==> config.mk <==
export PLATFORM = sky130hd
export DESIGN_NAME = nmea_rmc_time_extractor
export DESIGN_NICKNAME = d
export VERILOG_FILES = /design/src/sv/nrte_pkg.sv /design/src/sv/nrte_front.sv /design/src/sv/nrte_back.sv /design/src/sv/nmea_rmc_time_extractor.sv
export SDC_FILE = /design/constraint.sdc
export NUM_CORES = 1
export LEC_CHECK = 0
export BUFFER_PORTS_ARGS = -buffer_cell sky130_fd_sc_hd__clkbuf_2
export CORE_ASPECT_RATIO = 1.4
export CORE_MARGIN = 2
export CORE_UTILIZATION = 49
export DETAILED_ROUTE_END_ITERATION = 10
export GPL_TIMING_DRIVEN = 0
export PLACE_DENSITY_LB_ADDON = 0.15
export SLEW_MARGIN = 20
export SYNTH_ARGS = -nofsm -noshare
export SYNTH_HDL_FRONTEND = slang
export SYNTH_SLANG_ARGS = --single-unit
==> constraint.sdc <==
create_clock -name clk_i -period 2.6 [get_ports clk_i]
set_input_delay 0.52 -clock clk_i [delete_from_list [all_inputs] [get_ports clk_i]]
set_output_delay 0.52 -clock clk_i [all_outputs]
set_load 0.005 [all_outputs]
==> src/sv/nrte_pkg.sv <==
// Package of the NMEA RMC time extractor: byte classes, queue item and result types.
// Used by nrte_front, nrte_back and the top level; depends on nothing.
`default_nettype none

package nrte_pkg;

  localparam int QueueDepth = 2;
  localparam int TimeChars  = 16;

  localparam logic [4:0] TimePosMax = 5'd31;
  localparam logic [3:0] TailComma  = 4'd11;
  localparam logic [3:0] FirstComma = 4'd1;

  localparam logic [7:0] ChDollar  = 8'h24;
  localparam logic [7:0] ChG       = 8'h47;
  localparam logic [7:0] ChP       = 8'h50;
  localparam logic [7:0] ChR       = 8'h52;
  localparam logic [7:0] ChM       = 8'h4D;
  localparam logic [7:0] ChC       = 8'h43;
  localparam logic [7:0] ChComma   = 8'h2C;
  localparam logic [7:0] ChNewline = 8'h0A;

  typedef enum logic [3:0] {
    CLS_OTHER,
    CLS_DOLLAR,
    CLS_G,
    CLS_P,
    CLS_R,
    CLS_M,
    CLS_C,
    CLS_COMMA,
    CLS_NEWLINE
  } byte_class_e;

  typedef struct packed {
    logic [7:0]  data;
    byte_class_e cls;
  } item_t;

  typedef struct packed {
    logic       char_valid;
    logic [7:0] time_char;
    logic [3:0] char_index;
    logic       field_end;
    logic       done;
    logic       garbage;
  } result_t;

endpackage

`default_nettype wire

==> src/sv/nrte_front.sv <==
// Front end: accepts received bytes, tags each with its character class, queues them.
// Depends on nrte_pkg.
`default_nettype none

module nrte_front
  import nrte_pkg::*;
#(
  parameter int DEPTH = QueueDepth
) (
  input  wire         clk_i,
  input  wire         rst_ni,
  input  wire         in_valid_i,
  output logic        in_ready_o,
  input  wire  [7:0]  in_data_i,
  output logic        out_valid_o,
  input  wire         out_ready_i,
  output item_t       out_item_o
);

  localparam int PtrW = $clog2(DEPTH);
  localparam int CntW = $clog2(DEPTH + 1);
  localparam logic [PtrW-1:0] PtrLast = PtrW'(DEPTH - 1);
  localparam logic [CntW-1:0] CntFull = CntW'(DEPTH);

  item_t          mem_q [DEPTH];
  item_t          item_in;
  logic [PtrW-1:0] wr_ptr_q, wr_ptr_d;
  logic [PtrW-1:0] rd_ptr_q, rd_ptr_d;
  logic [CntW-1:0] count_q, count_d;
  logic            push, pop;

  always_comb begin
    item_in.data = in_data_i;
    case (in_data_i)
      ChDollar:  item_in.cls = CLS_DOLLAR;
      ChG:       item_in.cls = CLS_G;
      ChP:       item_in.cls = CLS_P;
      ChR:       item_in.cls = CLS_R;
      ChM:       item_in.cls = CLS_M;
      ChC:       item_in.cls = CLS_C;
      ChComma:   item_in.cls = CLS_COMMA;
      ChNewline: item_in.cls = CLS_NEWLINE;
      default:   item_in.cls = CLS_OTHER;
    endcase
  end

  assign in_ready_o  = (count_q != CntFull);
  assign out_valid_o = (count_q != '0);
  assign out_item_o  = mem_q[rd_ptr_q];

  assign push = in_valid_i && in_ready_o;
  assign pop  = out_valid_o && out_ready_i;

  always_comb begin
    wr_ptr_d = wr_ptr_q;
    rd_ptr_d = rd_ptr_q;
    count_d  = count_q;
    if (push) begin
      wr_ptr_d = (wr_ptr_q == PtrLast) ? '0 : wr_ptr_q + PtrW'(1);
    end
    if (pop) begin
      rd_ptr_d = (rd_ptr_q == PtrLast) ? '0 : rd_ptr_q + PtrW'(1);
    end
    case ({push, pop})
      2'b10:   count_d = count_q + CntW'(1);
      2'b01:   count_d = count_q - CntW'(1);
      default: count_d = count_q;
    endcase
  end

  always_ff @(posedge clk_i or negedge rst_ni) begin
    if (!rst_ni) begin
      wr_ptr_q <= '0;
      rd_ptr_q <= '0;
      count_q  <= '0;
    end else begin
      wr_ptr_q <= wr_ptr_d;
      rd_ptr_q <= rd_ptr_d;
      count_q  <= count_d;
    end
  end

  always_ff @(posedge clk_i) begin
    if (push) begin
      mem_q[wr_ptr_q] <= item_in;
    end
  end

endmodule

`default_nettype wire

==> src/sv/nrte_back.sv <==
// Back end: sentence parser state machine and the registered result slot.
// Depends on nrte_pkg.
`default_nettype none

module nrte_back
  import nrte_pkg::*;
(
  input  wire         clk_i,
  input  wire         rst_ni,
  input  wire         item_valid_i,
  output logic        item_ready_o,
  input  item_t       item_i,
  output logic        out_valid_o,
  input  wire         out_ready_i,
  output result_t     out_result_o
);

  typedef enum logic [5:0] {
    PH_HUNT   = 6'b000001,
    PH_TALKER = 6'b000010,
    PH_ID     = 6'b000100,
    PH_FIELDS = 6'b001000,
    PH_TIME   = 6'b010000,
    PH_TAIL   = 6'b100000
  } phase_e;

  phase_e      phase_q, phase_d;
  logic [1:0]  hpos_q, hpos_d;
  logic [3:0]  comma_q, comma_d;
  logic [3:0]  comma_inc;
  logic [4:0]  tpos_q, tpos_d;
  logic        garb_q, garb_d;
  byte_class_e store_q [2];
  logic        store_we;
  logic        store_idx;
  logic        step;
  logic        out_valid_q;
  result_t     res_d, res_q;

  assign item_ready_o = !out_valid_q || out_ready_i;
  assign step         = item_valid_i && item_ready_o;
  assign comma_inc    = comma_q + 4'd1;

  always_comb begin
    phase_d   = phase_q;
    hpos_d    = hpos_q;
    comma_d   = comma_q;
    tpos_d    = tpos_q;
    garb_d    = garb_q;
    store_we  = 1'b0;
    store_idx = 1'b0;
    res_d     = '0;
    case (phase_q)
      PH_TALKER: begin
        if (hpos_q == 2'd0) begin
          store_we = 1'b1;
          hpos_d   = 2'd1;
        end else begin
          if (store_q[0] == CLS_G && item_i.cls == CLS_P) begin
            garb_d  = 1'b0;
            phase_d = PH_ID;
          end else begin
            garb_d  = 1'b1;
            phase_d = PH_HUNT;
          end
          hpos_d = 2'd0;
        end
      end
      PH_ID: begin
        if (hpos_q < 2'd2) begin
          store_we  = 1'b1;
          store_idx = hpos_q[0];
          hpos_d    = hpos_q + 2'd1;
        end else begin
          if (store_q[0] == CLS_R && store_q[1] == CLS_M && item_i.cls == CLS_C) begin
            phase_d = PH_FIELDS;
            comma_d = '0;
          end else begin
            phase_d = PH_HUNT;
          end
          hpos_d = 2'd0;
        end
      end
      PH_FIELDS: begin
        if (item_i.cls == CLS_COMMA) begin
          comma_d = comma_inc;
          if (comma_inc == FirstComma) begin
            phase_d = PH_TIME;
            tpos_d  = '0;
          end else if (comma_inc == TailComma) begin
            comma_d = '0;
            phase_d = PH_TAIL;
          end
        end
      end
      PH_TIME: begin
        if (item_i.cls == CLS_COMMA) begin
          res_d.field_end = 1'b1;
          comma_d         = comma_inc;
          phase_d         = PH_FIELDS;
          if (comma_inc == TailComma) begin
            comma_d = '0;
            phase_d = PH_TAIL;
          end
        end else begin
          // characters past the store size are dropped
          if (32'(tpos_q) < TimeChars && tpos_q < TimePosMax) begin
            res_d.char_valid = 1'b1;
            res_d.time_char  = item_i.data;
            res_d.char_index = tpos_q[3:0];
          end
          if (tpos_q < TimePosMax) begin
            tpos_d = tpos_q + 5'd1;
          end
        end
      end
      PH_TAIL: begin
        if (item_i.cls == CLS_NEWLINE) begin
          res_d.done = 1'b1;
          phase_d    = PH_HUNT;
          comma_d    = '0;
        end
      end
      default: begin
        if (item_i.cls == CLS_DOLLAR) begin
          phase_d = PH_TALKER;
          hpos_d  = 2'd0;
        end else begin
          phase_d = PH_HUNT;
        end
      end
    endcase
    res_d.garbage = garb_d;
  end

  always_ff @(posedge clk_i or negedge rst_ni) begin
    if (!rst_ni) begin
      phase_q     <= PH_HUNT;
      hpos_q      <= '0;
      comma_q     <= '0;
      tpos_q      <= '0;
      garb_q      <= 1'b0;
      out_valid_q <= 1'b0;
    end else begin
      if (step) begin
        phase_q <= phase_d;
        hpos_q  <= hpos_d;
        comma_q <= comma_d;
        tpos_q  <= tpos_d;
        garb_q  <= garb_d;
      end
      if (step) begin
        out_valid_q <= 1'b1;
      end else if (out_ready_i) begin
        out_valid_q <= 1'b0;
      end
    end
  end

  always_ff @(posedge clk_i) begin
    if (step) begin
      res_q <= res_d;
      if (store_we) begin
        store_q[store_idx] <= item_i.cls;
      end
    end
  end

  assign out_valid_o  = out_valid_q;
  assign out_result_o = res_q;

endmodule

`default_nettype wire

==> src/sv/nmea_rmc_time_extractor.sv <==
// Top level of the NMEA RMC time extractor: stream ports, front end and back end.
// Depends on nrte_pkg, nrte_front and nrte_back.
`default_nettype none

// One received NMEA byte enters per transfer on the slave stream and every byte yields
// exactly one result transfer on the master stream. The block hunts for '$', checks the
// talker (must be GP; any other talker sets the sticky garbage flag, GP clears it) and
// the sentence id (must be RMC), then counts commas. Each character of the time field
// comes out with tuser high, its byte and its position; the comma closing the time field
// sets the field-end bit, and the newline after the eleventh comma raises tlast.
// The block takes one byte per clock cycle while the master side is ready. An accepted
// byte is classified and written into the front-end queue, taken from there by the
// parser, and its result is held in the output register until taken. The front-end
// queue holds QUEUE_DEPTH bytes, so up to QUEUE_DEPTH + 1 bytes are in flight while the
// master side stalls, and s_axis_tready drops only when the queue is full. Time
// characters at positions past the store size (TimeChars in the package) are dropped;
// the position counter holds at 31. No reset sweep is needed: the block takes bytes
// right after reset.
module nmea_rmc_time_extractor
  import nrte_pkg::*;
#(
  parameter int QUEUE_DEPTH = QueueDepth
) (
  input  wire         clk_i,
  input  wire         rst_ni,
  input  wire         s_axis_tvalid,
  output logic        s_axis_tready,
  input  wire  [7:0]  s_axis_tdata,   // [7:0] rx_byte
  output logic        m_axis_tvalid,
  input  wire         m_axis_tready,
  // [7:0] time_char, [11:8] time_char_index, [12] time_field_end,
  // [13] garbage_seen, [15:14] zero
  output logic [15:0] m_axis_tdata,
  output logic        m_axis_tuser,   // [0] time_char_valid
  output logic        m_axis_tlast    // sentence_done
);

  // front-to-back queue handshake
  logic    q_valid;
  logic    q_ready;
  item_t   q_item;
  result_t result;

  nrte_front #(
    .DEPTH (QUEUE_DEPTH)
  ) u_front (
    .clk_i       (clk_i),
    .rst_ni      (rst_ni),
    .in_valid_i  (s_axis_tvalid),
    .in_ready_o  (s_axis_tready),
    .in_data_i   (s_axis_tdata),
    .out_valid_o (q_valid),
    .out_ready_i (q_ready),
    .out_item_o  (q_item)
  );

  // Parser and output register; a result transfer frees the slot for the next byte.
  nrte_back u_back (
    .clk_i        (clk_i),
    .rst_ni       (rst_ni),
    .item_valid_i (q_valid),
    .item_ready_o (q_ready),
    .item_i       (q_item),
    .out_valid_o  (m_axis_tvalid),
    .out_ready_i  (m_axis_tready),
    .out_result_o (result)
  );

  assign m_axis_tdata = {2'b00, result.garbage, result.field_end,
                         result.char_index, result.time_char};
  assign m_axis_tuser = result.char_valid;
  assign m_axis_tlast = result.done;

endmodule

`default_nettype wire

==> results of run 1 <==
==> kinds of logic after synthesis <==
| family | Yosys count |
|---|---|
| AO/OA/AOI/OAI | 42 |
| XOR/XNOR | 9 |
| adder cells (fa/ha/maj) | 5 |
| buffers and inverters | 20 |
| flip-flops | 71 |
| multiplexers | 20 |
| other | 1 |
| AND/OR/NAND/NOR | 104 |
==> repair_timing <==
item,in CTS,in global routing
setup endpoints to repair,0,5
gates resized for setup,0,2
hold endpoints to repair,0,0
==> cell type report <==
cell class,count,share of cell area [%]
Inverter,13,1.270
Tap cell,92,2.995
Sequential cell,71,52.51
Clock buffer,9,3.223
Timing Repair Buffer,29,3.776
Buffer,7,1.074
Clock inverter,7,1.855
Multi-Input combinational cell,182,33.30
==> power groups by stage <==
stage	sequential [W]	clock, W	combinational, W
floorplan	0.00164	0	0.000560
CTS	0.00165	0.000878	0.000816
finish	0.00165	0.000866	0.000806
global route	0.00167	0.000935	0.000886
detailed placement	0.00167	0	0.000811
global placement	0.00166	0	0.000796
==> sequential cells by signal, summed over array words and instances, names as in the netlist <==
| register | count |
|---|---|
| u_front.count_q | 2 |
| u_back.out_result_o | 16 |
| u_front.wr_ptr_q | 1 |
| u_front.rd_ptr_q | 1 |
| u_front.mem_q | 24 |
| u_back.out_valid_o | 1 |
| u_back.phase_q | 6 |
| u_back.tpos_q | 5 |
| u_back.store_q | 8 |
| u_back.garb_q | 1 |
| u_back.hpos_q | 2 |
| u_back.comma_q | 4 |
==> final timing paths <==
path                            cells past startpoint  slack [ns]                        endpoint
max in group asynchronous                           1        2.03       u_back.garb_q$_DFFE_PN0P_
worst min register to register                      1        0.49    u_front.wr_ptr_q$_DFFE_PN0P_
min in group clk_i                                  1        0.39  u_front.mem_q[1][11]$_DFFE_PP_
worst min-delay path                                1        0.17   u_back.comma_q[1]$_DFFE_PN0P_
worst max-delay path                                6        0.14   u_back.comma_q[3]$_DFFE_PN0P_
worst max register to register                      6        0.14   u_back.comma_q[3]$_DFFE_PN0P_
==> routing by layer <==
layer  wire length [µm]  part of all wire [%]  track usage [%]  vias up
met5                  0                     0                0        -
met4                 72                   1.1            7.972        0
met3                235                   3.6            5.030        6
met2               3480                    54            31.66       47
met1               2662                    41            21.28     1100
li1                   -                     -                -     1096
==> metrics by stage <==
stage / hold WS [ns] / instance area, µm² / setup WS, ns / std cells / util (%)
after floorplan: 0.2244 / 3377 / 0.3700 / 273 / -
after global placement: 0.4751 / 3637 / 0.05526 / 394 / 55.00
after detailed placement: 0.4818 / 3637 / 0.04344 / 394 / 55.00
after CTS: 0.1965 / 3832 / 0.01854 / 410 / 57.96
after global routing: 0.2188 / 3844 / 0.02742 / 410 / 58.13
final: 0.1706 / 3844 / 0.1435 / 410 / 58.13
==> cell usage in the layout, fill, tap and decap left out, types with 3 or more instances in the layout <==
master | Yosys | layout
sky130_fd_sc_hd__mux2_2 | 4 | 4
sky130_fd_sc_hd__or3_1 | 3 | 3
sky130_fd_sc_hd__nand2_1 | 13 | 13
sky130_fd_sc_hd__inv_1 | 13 | 13
sky130_fd_sc_hd__xor2_1 | 3 | 3
sky130_fd_sc_hd__a21o_1 | 4 | 4
sky130_fd_sc_hd__mux2i_1 | 15 | 15
sky130_fd_sc_hd__dfrtp_1 | 22 | 22
sky130_fd_sc_hd__clkbuf_2 | 0 | 29
sky130_fd_sc_hd__nor2_1 | 23 | 23
sky130_fd_sc_hd__and2_1 | 7 | 7
sky130_fd_sc_hd__nor3_1 | 8 | 8
sky130_fd_sc_hd__ha_1 | 5 | 5
sky130_fd_sc_hd__nand3b_1 | 5 | 5
sky130_fd_sc_hd__or4_1 | 3 | 3
sky130_fd_sc_hd__clkbuf_1 | 4 | 4
sky130_fd_sc_hd__xnor2_1 | 6 | 6
sky130_fd_sc_hd__and3_1 | 4 | 4
sky130_fd_sc_hd__o21ai_0 | 9 | 9
sky130_fd_sc_hd__nor3b_1 | 5 | 5
sky130_fd_sc_hd__nand4_1 | 3 | 3
sky130_fd_sc_hd__clkbuf_8 | 0 | 9
sky130_fd_sc_hd__a21oi_1 | 5 | 5
sky130_fd_sc_hd__edfxtp_1 | 48 | 48
sky130_fd_sc_hd__nand3_1 | 12 | 12
sky130_fd_sc_hd__nor4_1 | 4 | 3
==> results_tabular.tex, run 1 <==
\begin{tabular}{lr}
\hline
Metric & Value \\
\hline
\multicolumn{2}{l}{\textbf{Yosys}} \\
Cell type contributing the most total cell area after synthesis & sky130\_fd\_sc\_hd\_\_edfxtp\_1 \\
Share of cell area taken by muxes after synthesis & 6.120\% \\
Post-synthesis share of cell area spent on xor and xnor gates & 2.337\% \\
Count leader, synth & sky130\_fd\_sc\_hd\_\_edfxtp\_1 \\
Main combinational cell family by area after synthesis & simple AND/OR/NAND/NOR gates \\
Most instantiated flip-flop cell in the synthesis netlist & sky130\_fd\_sc\_hd\_\_edfxtp\_1 \\
Average cell area after synthesis & around 12 µm² \\
Biggest area contributors in the synthesized netlist & sky130\_fd\_sc\_hd\_\_edfxtp\_1 (43\%), sky130\_fd\_sc\_hd\_\_dfrtp\_1 (16\%), sky130\_fd\_sc\_hd\_\_mux2i\_1 (4.5\%), sky130\_fd\_sc\_hd\_\_nor2\_1 (2.6\%), sky130\_fd\_sc\_hd\_\_ha\_1 (1.9\%) \\
Area share of and/or/nand/nor cells after synthesis & about 17\% \\
Post-synthesis async set-or-reset flop share & 32.39\% \\
Post-synthesis share of cell area spent on full adders, half adders and majority gates & 1.855\% \\
Number of distinct library cells after synthesis & 60 \\
Count of yosys warnings during synthesis & 0 \\
Post-synth design cell area & $\sim$3400 µm² \\
Synth Area in Compound Gates & 9.718\% \\
Number of enable-type register cells in the synthesized netlist & 48 \\
Area share of the leading cell type in the synthesized netlist & between 40\% and 50\% \\
Post-synthesis cell count & 272 \\
Flip-flop and latch count after synthesis & 71 \\
Top post-synthesis cells by count & sky130\_fd\_sc\_hd\_\_edfxtp\_1 (48), sky130\_fd\_sc\_hd\_\_nor2\_1 (23), sky130\_fd\_sc\_hd\_\_dfrtp\_1 (22), sky130\_fd\_sc\_hd\_\_mux2i\_1 (15) \\
Part of the Yosys area used for sequential elements & 59.83\% \\
\multicolumn{2}{l}{\textbf{Floorplan}} \\
Site row count & 35 \\
Die X-Extent & 74.13 µm \\
Top-level I/O count & 32 \\
Initial cell density of the core & 51.01\% \\
Die height & 102.2 µm \\
Core area & 6613 µm² \\
Die Footprint & between 7000 and 8000 µm² \\
\multicolumn{2}{l}{\textbf{Setup path}} \\
Critical path fanouts, max & 10 \\
Number of buffers and inverters on the critical path & 1 \\
Critical path startpoint category & register \\
Cell with the biggest individual delay on the critical path & sky130\_fd\_sc\_hd\_\_a211o\_1 \\
Delay contributed by the slowest stage of the critical path & 0.47 ns \\
Cell class contributing the biggest share of worst-path delay & compound AO/OA/AOI/OAI gates \\
Critical path class & reg2reg \\
Critical-path cell list & buf\_6 -> or3b\_1 -> a2111oi\_2 -> nand4\_1 -> a211o\_1 -> o41ai\_2 \\
Crit path launch & u\_front.rd\_ptr\_q\$\_DFFE\_PN0P\_ \\
Reg2Reg Launch Point & u\_front.rd\_ptr\_q\$\_DFFE\_PN0P\_ \\
Critical path capture point type & register \\
Data required time at the worst endpoint & 2.85 ns \\
Data arrival at the endpoint of the critical path & 2.71 ns \\
\multicolumn{2}{l}{\textbf{Detailed routing}} \\
\# DRC & 0 \\
DRC marker count from the first detailed-route iteration & 193 \\
Average wire per standard cell & 15.73 µm \\
Antenna viol nets, final & 0 \\
Number of search-and-repair iterations in the first detailed-routing pass & 4 \\
Wire length after detailed routing & about 6500 µm \\
Routed via count divided by cell count & between 5 and 6 \\
Number of vias after detailed routing & 2,249 \\
\multicolumn{2}{l}{\textbf{Final layout}} \\
Total number of nets in the final design & 330 \\
Register cell area after layout & 2018 µm² \\
Fraction of layout instances using a drive strength above 1 & 19.50\% \\
Fill cells & between 500 and 600 \\
\# diodes & 0 \\
Area of combinational cells with multiple inputs & 1280 µm² \\
Relative area change from synthesis to final layout & 13.95\% \\
\multicolumn{2}{l}{\textbf{Min path}} \\
Hold Crit Class & in2async \\
\multicolumn{2}{l}{\textbf{Clocking}} \\
Clock transition at the registers of the reported paths & $\sim$0.08 ns \\
CTS Buf Count & 9 \\
Total number of H-tree levels & 3 \\
Worst-case clock buffer depth & 2 \\
Setup Fix Bufs, Post-CTS & 0 \\
Clk Latency, worst-skew pair & 0.35 ns \\
Clock tree from TritonCTS & done \\
Hold buffers post-CTS & 0 \\
CTS sink cnt & 71 \\
Root buffer cell & sky130\_fd\_sc\_hd\_\_clkbuf\_8 \\
\multicolumn{2}{l}{\textbf{Global routing}} \\
Vias in the first global route & 2,150 \\
Wire length of the first global-routing pass & 10,290 µm \\
Remaining global-route overflow & 0 \\
Number of antenna violations at the first check in global routing & 0 \\
Global routing usage summed across all routing layers & 18.41\% \\
Maximum number of pins on one net before global-route repair & 24 \\
\multicolumn{2}{l}{\textbf{Timing}} \\
Maximum operating frequency & 407.1 MHz \\
Share of the clock period used by the worst path after layout & around 94\% \\
Final setup vio count & 0 \\
Final hold viol count & 0 \\
Sum of negative setup slack & 0 ns \\
Headroom to the max-slew limit & 34.47\% \\
Final period demand of the worst path & roughly 2.5 ns \\
Worst setup skew after layout & 0.009295 ns \\
Fin. max-slew vios & 0 \\
Transition time at the pin with the least slew margin & 0.9793 ns \\
RSZ-0062 raised after global routing & no \\
\multicolumn{2}{l}{\textbf{Pwr}} \\
Power Density & $\sim$860 nW/µm² \\
Switch share & 30.77\% \\
Cell-internal power & 0.002297 W \\
Net Sw Power & 0.001021 W \\
Overall power & 0.003318 W \\
Portion of total power attributed to combinational logic & about a quarter \\
Pleak & around 1.6 nW \\
Portion of total power attributed to sequential cells & 49.6\% \\
Portion of total power attributed to the clock network & 26.1\% \\
Worst ir drop on vdd & 0.4774 mV \\
\multicolumn{2}{l}{\textbf{Run}} \\
Max-cap violations & 0 \\
\multicolumn{2}{l}{\textbf{Place}} \\
Port buffer count & 29 \\
Routability congestion estimate from global placement & 0.7992 \\
DP Wirelength & 4673 µm \\
\multicolumn{2}{l}{\textbf{Run status}} \\
Result of the run & complete, no violations \\
\hline
\end{tabular}
Note: power is estimated with default switching activity, not from simulation.
==> run 2: changes to the inputs <==
clock period = 2.5 ns   (was 2.6 ns; I/O delays follow)
==> results_tabular.tex, run 2 (synthesis gave the netlist of run 1 again) <==
\begin{tabular}{lr}
\hline
Metric & Value \\
\hline
\multicolumn{2}{l}{\textbf{Run status}} \\
Result of the run & complete, no violations \\
\multicolumn{2}{l}{\textbf{Floorplan}} \\
Site row count & 35 \\
Top-level I/O count & 32 \\
Die Footprint & between 7000 and 8000 µm² \\
Initial cell density of the core & 51.01\% \\
Core area & 6613 µm² \\
Die height & 102.2 µm \\
Die X-Extent & approximately 74 µm \\
\multicolumn{2}{l}{\textbf{Setup path}} \\
Critical path capture point type & register \\
Data required time at the worst endpoint & $\sim$2.7 ns \\
Critical path class & reg2reg \\
Register-to-Register Path Depth & 7 \\
Data arrival at the endpoint of the critical path & 2.68 ns \\
Critical path fanouts, max & 10 \\
Critical path startpoint category & register \\
\multicolumn{2}{l}{\textbf{Final layout}} \\
Fraction of layout instances using a drive strength above 1 & 20.94\% \\
Top library cells by usage in the layout, fill and taps aside & sky130\_fd\_sc\_hd\_\_edfxtp\_1 (48), sky130\_fd\_sc\_hd\_\_clkbuf\_2 (29), sky130\_fd\_sc\_hd\_\_nor2\_1 (23), sky130\_fd\_sc\_hd\_\_dfrtp\_1 (22), sky130\_fd\_sc\_hd\_\_mux2i\_1 (15) \\
Number of flip-flops in the largest register & 24 \\
\# diodes & 0 \\
Relative area change from synthesis to final layout & 14.69\% \\
Final core utilization & 58.51\% \\
Total number of nets in the final design & 332 \\
Register with the highest flop count & u\_front.mem\_q \\
Fill cells & 552 \\
Most common library cell in the layout ignoring fill and taps & sky130\_fd\_sc\_hd\_\_edfxtp\_1 \\
\multicolumn{2}{l}{\textbf{Timing}} \\
Final setup vio count & 0 \\
Headroom to the max-slew limit & 34.05\% \\
Maximum operating frequency & 408.7 MHz \\
RSZ-0062 raised after global routing & yes \\
Final period demand of the worst path & 2.447 ns \\
Final hold viol count & 0 \\
Transition time at the pin with the least slew margin & 0.9857 ns \\
Share of the clock period used by the worst path after layout & 97.88\% \\
Fin. max-slew vios & 0 \\
Worst setup skew after layout & roughly 0.0064 ns \\
Sum of negative setup slack & 0 ns \\
\multicolumn{2}{l}{\textbf{Global routing}} \\
Number of antenna violations at the first check in global routing & 0 \\
Remaining global-route overflow & 0 \\
Global routing usage summed across all routing layers & between 10\% and 20\% \\
Vias in the first global route & between 2,000 and 2,500 \\
Wire length of the first global-routing pass & 10,340 µm \\
Maximum number of pins on one net before global-route repair & 24 \\
\multicolumn{2}{l}{\textbf{Detailed routing}} \\
DRC marker count from the first detailed-route iteration & roughly 140 \\
Antenna viol nets, final & 0 \\
Average wire per standard cell & $\sim$16 µm \\
Number of vias after detailed routing & 2,274 \\
\# DRC & 0 \\
Wire length after detailed routing & 6484 µm \\
Routed via count divided by cell count & 5.519 \\
Number of search-and-repair iterations in the first detailed-routing pass & 4 \\
\multicolumn{2}{l}{\textbf{Pwr}} \\
Portion of total power attributed to sequential cells & 49.2\% \\
Power Density & 900.3 nW/µm² \\
Net Sw Power & approximately 0.0011 W \\
Pleak & 1.582 nW \\
Portion of total power attributed to combinational logic & between 20\% and 30\% \\
Cell-internal power & 0.002408 W \\
Portion of total power attributed to the clock network & approximately a quarter \\
Worst ir drop on vdd & 0.4972 mV \\
Switch share & 30.87\% \\
\multicolumn{2}{l}{\textbf{Clocking}} \\
Total number of H-tree levels & 3 \\
Worst-case clock buffer depth & 2 \\
CTS Buf Count & 9 \\
Clock tree from TritonCTS & done \\
Clock transition at the registers of the reported paths & 0.08 ns \\
Root buffer cell & sky130\_fd\_sc\_hd\_\_clkbuf\_8 \\
Hold buffers post-CTS & 0 \\
Clk Latency, worst-skew pair & 0.35 ns \\
CTS sink cnt & 71 \\
\multicolumn{2}{l}{\textbf{Place}} \\
DP Wirelength & 4673 µm \\
Routability congestion estimate from global placement & about 0.80 \\
Port buffer count & 29 \\
\multicolumn{2}{l}{\textbf{Min path}} \\
Hold Crit Class & in2async \\
\multicolumn{2}{l}{\textbf{Run}} \\
Max-cap violations & 0 \\
\hline
\end{tabular}
-- run 2: cell types whose count changed in the layout (fill, tap and decap cells not counted), sizes merged --
cell / before / now
buf: 3 / 5
clkinvlp: 2 / 3
inv: 14 / 13
-- run 2: critical path, cell delays in order (launching register included) --
cell	delay, ns
sky130_fd_sc_hd__dfrtp_1	0.44
sky130_fd_sc_hd__buf_6	0.16
sky130_fd_sc_hd__nor3b_1	0.29
sky130_fd_sc_hd__o22ai_1	0.12
sky130_fd_sc_hd__a211o_1	0.32
sky130_fd_sc_hd__or2_1	0.26
sky130_fd_sc_hd__a221oi_4	0.38
sky130_fd_sc_hd__mux2_1	0.36
-- run 2: final cells by class --
class	instances	area, µm²	share of cell area [%]
Tap cell	92	115.1	2.975
Multi-Input combinational cell	182	1286	33.25
Buffer	7	41.29	1.067
Timing Repair Buffer	31	160.2	4.140
Sequential cell	71	2018	52.17
Inverter	13	52.55	1.358
Clock inverter	7	71.32	1.843
Clock buffer	9	123.9	3.202
-- run 2: power by group through the flow --
stage               Combinational [W]  Sequential, W  Clock [W]
CTS                          0.000850        0.00171   0.000913
global placement             0.000828        0.00172          0
finish                       0.000869        0.00171   0.000901
floorplan                    0.000582        0.00171          0
global route                 0.000951        0.00174   0.000972
detailed placement           0.000844        0.00174          0
-- run 2: worst paths after layout --
path / start / endpoint / slack (ns)
max: u_front.rd_ptr_q$_DFFE_PN0P_ / u_back.phase_q[5]$_DFFE_PN0P_ / 0.05
min: rst_ni / u_back.hpos_q[1]$_DFFE_PN0P_ / 0.15
max reg2reg: u_front.rd_ptr_q$_DFFE_PN0P_ / u_back.phase_q[5]$_DFFE_PN0P_ / 0.05
min reg2reg: u_front.wr_ptr_q$_DFFE_PN0P_ / u_front.wr_ptr_q$_DFFE_PN0P_ / 0.49
max in group asynchronous: rst_ni / u_back.garb_q$_DFFE_PN0P_ / 1.94
min in group clk_i: s_axis_tdata[7] / u_front.mem_q[1][11]$_DFFE_PP_ / 0.37
-- run 2: through the flow --
step,cells,hold slack [ns],cell area (µm²),power (W),setup slack (ns)
2_1_floorplan,273,0.2044,3377,0.002289,0.2700
6_report,412,0.1504,3869,0.003483,0.05311
4_1_cts,410,0.1765,3839,0.003477,0.005230
5_1_grt,412,0.1988,3869,0.003663,-0.04121
3_3_place_gp,394,0.4751,3637,0.002552,-0.04474
3_5_place_dp,394,0.4818,3637,0.002580,-0.05656
-- run 2: per-layer routing --
| metal | up-vias | part of all wire (%) | track usage [%] | wire (µm) |
|---|---|---|---|---|
| li1 | 1103 | - | - | - |
| met1 | 1112 | 41 | 21.48 | 2671 |
| met2 | 49 | 53 | 31.66 | 3450 |
| met3 | 10 | 3.7 | 5.030 | 243 |
| met4 | 0 | 1.8 | 8.112 | 119 |
| met5 | - | 0 | 0 | 0 |
-- run 2: timing repair --
action	in CTS	in global routing
setup endpoints to repair	4	10
setup buffers	0	2
resized for setup	1	4
cloned	0	0
==> run 3: changes to the inputs <==
RECOVER_POWER = 25   (was default)
==> results_tabular.tex, run 3 (synthesis gave the netlist of run 1 again) <==
\begin{tabular}{lr}
\hline
Metric & Value \\
\hline
\multicolumn{2}{l}{\textbf{Clocking}} \\
Clk Latency, worst-skew pair & 0.35 ns \\
Worst-case clock buffer depth & 2 \\
Hold buffers post-CTS & 0 \\
Clock transition at the registers of the reported paths & 0.08 ns \\
Total number of H-tree levels & 3 \\
Root buffer cell & sky130\_fd\_sc\_hd\_\_clkbuf\_8 \\
CTS Buf Count & 9 \\
CTS sink cnt & 71 \\
Clock tree from TritonCTS & done \\
\multicolumn{2}{l}{\textbf{Timing}} \\
Headroom to the max-slew limit & 11.87\% \\
Final worst hold slack & between 0.4 and 0.5 ns \\
RSZ-0062 raised after global routing & yes \\
Maximum operating frequency & 408.7 MHz \\
Fin. max-slew vios & 0 \\
Transition time at the pin with the least slew margin & 1.322 ns \\
Worst setup skew after layout & 0.007379 ns \\
Final setup vio count & 0 \\
Final period demand of the worst path & 2.447 ns \\
Final hold viol count & 0 \\
Share of the clock period used by the worst path after layout & a little over nine tenths \\
Worst setup slack after layout & 0.05310 ns \\
\multicolumn{2}{l}{\textbf{Final layout}} \\
Most common library cell in the layout ignoring fill and taps & sky130\_fd\_sc\_hd\_\_edfxtp\_1 \\
Top library cells by usage in the layout, fill and taps aside & sky130\_fd\_sc\_hd\_\_edfxtp\_1 (48), sky130\_fd\_sc\_hd\_\_nor2\_1 (23), sky130\_fd\_sc\_hd\_\_dfrtp\_1 (22), sky130\_fd\_sc\_hd\_\_clkbuf\_2 (20), sky130\_fd\_sc\_hd\_\_mux2i\_1 (15) \\
Number of flip-flops in the largest register & 24 \\
\# diodes & 0 \\
Fraction of layout instances using a drive strength above 1 & a little under a fifth \\
Final design instance area without fill & between 3000 and 4000 µm² \\
Register with the highest flop count & u\_front.mem\_q \\
Final standard cell count with taps included and fillers excluded & 412 \\
Relative area change from synthesis to final layout & 14.35\% \\
Total number of nets in the final design & 332 \\
\multicolumn{2}{l}{\textbf{Pwr}} \\
Worst ir drop on vdd & approximately 0.50 mV \\
Overall power & roughly 0.0035 W \\
Pleak & between 1.5 and 2 nW \\
Power Density & roughly 900 nW/µm² \\
\multicolumn{2}{l}{\textbf{Detailed routing}} \\
Routed via count divided by cell count & 5.490 \\
\# DRC & 0 \\
Average wire per standard cell & 15.74 µm \\
Wire length after detailed routing & 6486 µm \\
Number of vias after detailed routing & 2,262 \\
DRC marker count from the first detailed-route iteration & roughly 140 \\
Number of search-and-repair iterations in the first detailed-routing pass & 4 \\
Antenna viol nets, final & 0 \\
\multicolumn{2}{l}{\textbf{Setup path}} \\
Critical path startpoint category & register \\
Critical-path cell list & buf\_6 -> nor3b\_1 -> o22ai\_1 -> a211o\_1 -> or2\_1 -> a221oi\_4 -> mux2\_1 \\
Critical path capture point type & register \\
End of the worst register-to-register path & u\_back.phase\_q[5]\$\_DFFE\_PN0P\_ \\
Critical path class & reg2reg \\
Register-to-Register Path Depth & 7 \\
Crit path launch & u\_front.rd\_ptr\_q\$\_DFFE\_PN0P\_ \\
Setup slack of the worst register-to-register path & 0.05 ns \\
Delay contributed by the slowest stage of the critical path & 0.44 ns \\
Cell with the biggest individual delay on the critical path & sky130\_fd\_sc\_hd\_\_dfrtp\_1 \\
Critical path fanouts, max & 10 \\
Data required time at the worst endpoint & 2.73 ns \\
Data arrival at the endpoint of the critical path & approximately 2.7 ns \\
Worst setup path endpoint & u\_back.phase\_q[5]\$\_DFFE\_PN0P\_ \\
Reg2Reg Launch Point & u\_front.rd\_ptr\_q\$\_DFFE\_PN0P\_ \\
\multicolumn{2}{l}{\textbf{Floorplan}} \\
Core area & 6613 µm² \\
Die X-Extent & 74.13 µm \\
Initial cell density of the core & 51.01\% \\
Die Footprint & $\sim$7600 µm² \\
Die height & about 100 µm \\
Site row count & 35 \\
Top-level I/O count & 32 \\
\multicolumn{2}{l}{\textbf{Global routing}} \\
Maximum number of pins on one net before global-route repair & 24 \\
Global routing usage summed across all routing layers & between 10\% and 20\% \\
Number of antenna violations at the first check in global routing & 0 \\
Vias in the first global route & 2,150 \\
Wire length of the first global-routing pass & 10,340 µm \\
Remaining global-route overflow & 0 \\
\multicolumn{2}{l}{\textbf{Place}} \\
Port buffer count & 29 \\
Routability congestion estimate from global placement & 0.7992 \\
DP Wirelength & between 4000 and 5000 µm \\
Pre-CTS worst setup slack & -0.05656 ns \\
Cell count after placement & 394 \\
Area after DPL & between 3000 and 4000 µm² \\
\multicolumn{2}{l}{\textbf{Run}} \\
Max-cap violations & 0 \\
\multicolumn{2}{l}{\textbf{Run status}} \\
Result of the run & complete, no violations \\
\multicolumn{2}{l}{\textbf{Min path}} \\
Hold Crit Class & in2reg \\
Worst hold path stage count & 1 \\
\hline
\end{tabular}
## run 3: cell type report
cell class / instances / area (µm²)
sequential: 71 / 2018
fill: 556 / 2755
tap: 92 / 115.1
clock inverter: 7 / 71.32
clock buffer: 9 / 123.9
inverter: 13 / 52.55
multi-input combinational: 182 / 1286
buffer: 7 / 41.29
timing repair buffer: 31 / 148.9
## run 3: power breakdown
group | switching, W | total (W) | leakage, nW | internal, W
registers | 0.000148 | 0.00171 | 0.753 | 0.00157
clock network | 0.000440 | 0.000900 | 0.0933 | 0.000460
logic | 0.000486 | 0.000867 | 0.710 | 0.000381
## run 3: repair_timing
item	4_1_cts	5_1_grt
resized for setup	1	4
pin swaps	0	0
endpoints found under the hold margin	0	0
setup buffers	0	2
endpoints found under the setup margin	4	10
## run 3: through the flow
stage	util [%]	TNS, ns
floorplan	-	0
detailed placement	55.00	-0.2489
global route	58.33	-0.09181
global placement	55.00	-0.1788
CTS	58.05	0
finish	58.33	0
## run 3: critical path: cells and delay by family (launching register included)
kind | cells | cell delay (ns)
compound gates | 3 | 0.82
simple gates | 2 | 0.55
flops | 1 | 0.44
mux | 1 | 0.36
buf+inv | 1 | 0.16
## run 3: worst min-delay path by stage
stage	from	to	slack, ns
floorplan	rst_ni	u_back.comma_q[0]$_DFFE_PN0P_	0.20
global placement	u_front.wr_ptr_q$_DFFE_PN0P_	u_front.wr_ptr_q$_DFFE_PN0P_	0.48
detailed placement	u_front.wr_ptr_q$_DFFE_PN0P_	u_front.wr_ptr_q$_DFFE_PN0P_	0.48
CTS	rst_ni	u_back.comma_q[1]$_DFFE_PN0P_	0.18
global route	s_axis_tdata[7]	u_front.mem_q[0][11]$_DFFE_PP_	0.42
finish	s_axis_tdata[7]	u_front.mem_q[1][11]$_DFFE_PP_	0.41
## run 3: metal layers
| layer | global-route usage (%) | up-vias | wire length (µm) |
|---|---|---|---|
| li1 | - | 1102 | - |
| met1 | 21.48 | 1107 | 2679 |
| met2 | 31.66 | 43 | 3448 |
| met3 | 5.030 | 10 | 239 |
| met4 | 8.112 | 0 | 119 |
| met5 | 0 | - | 0 |
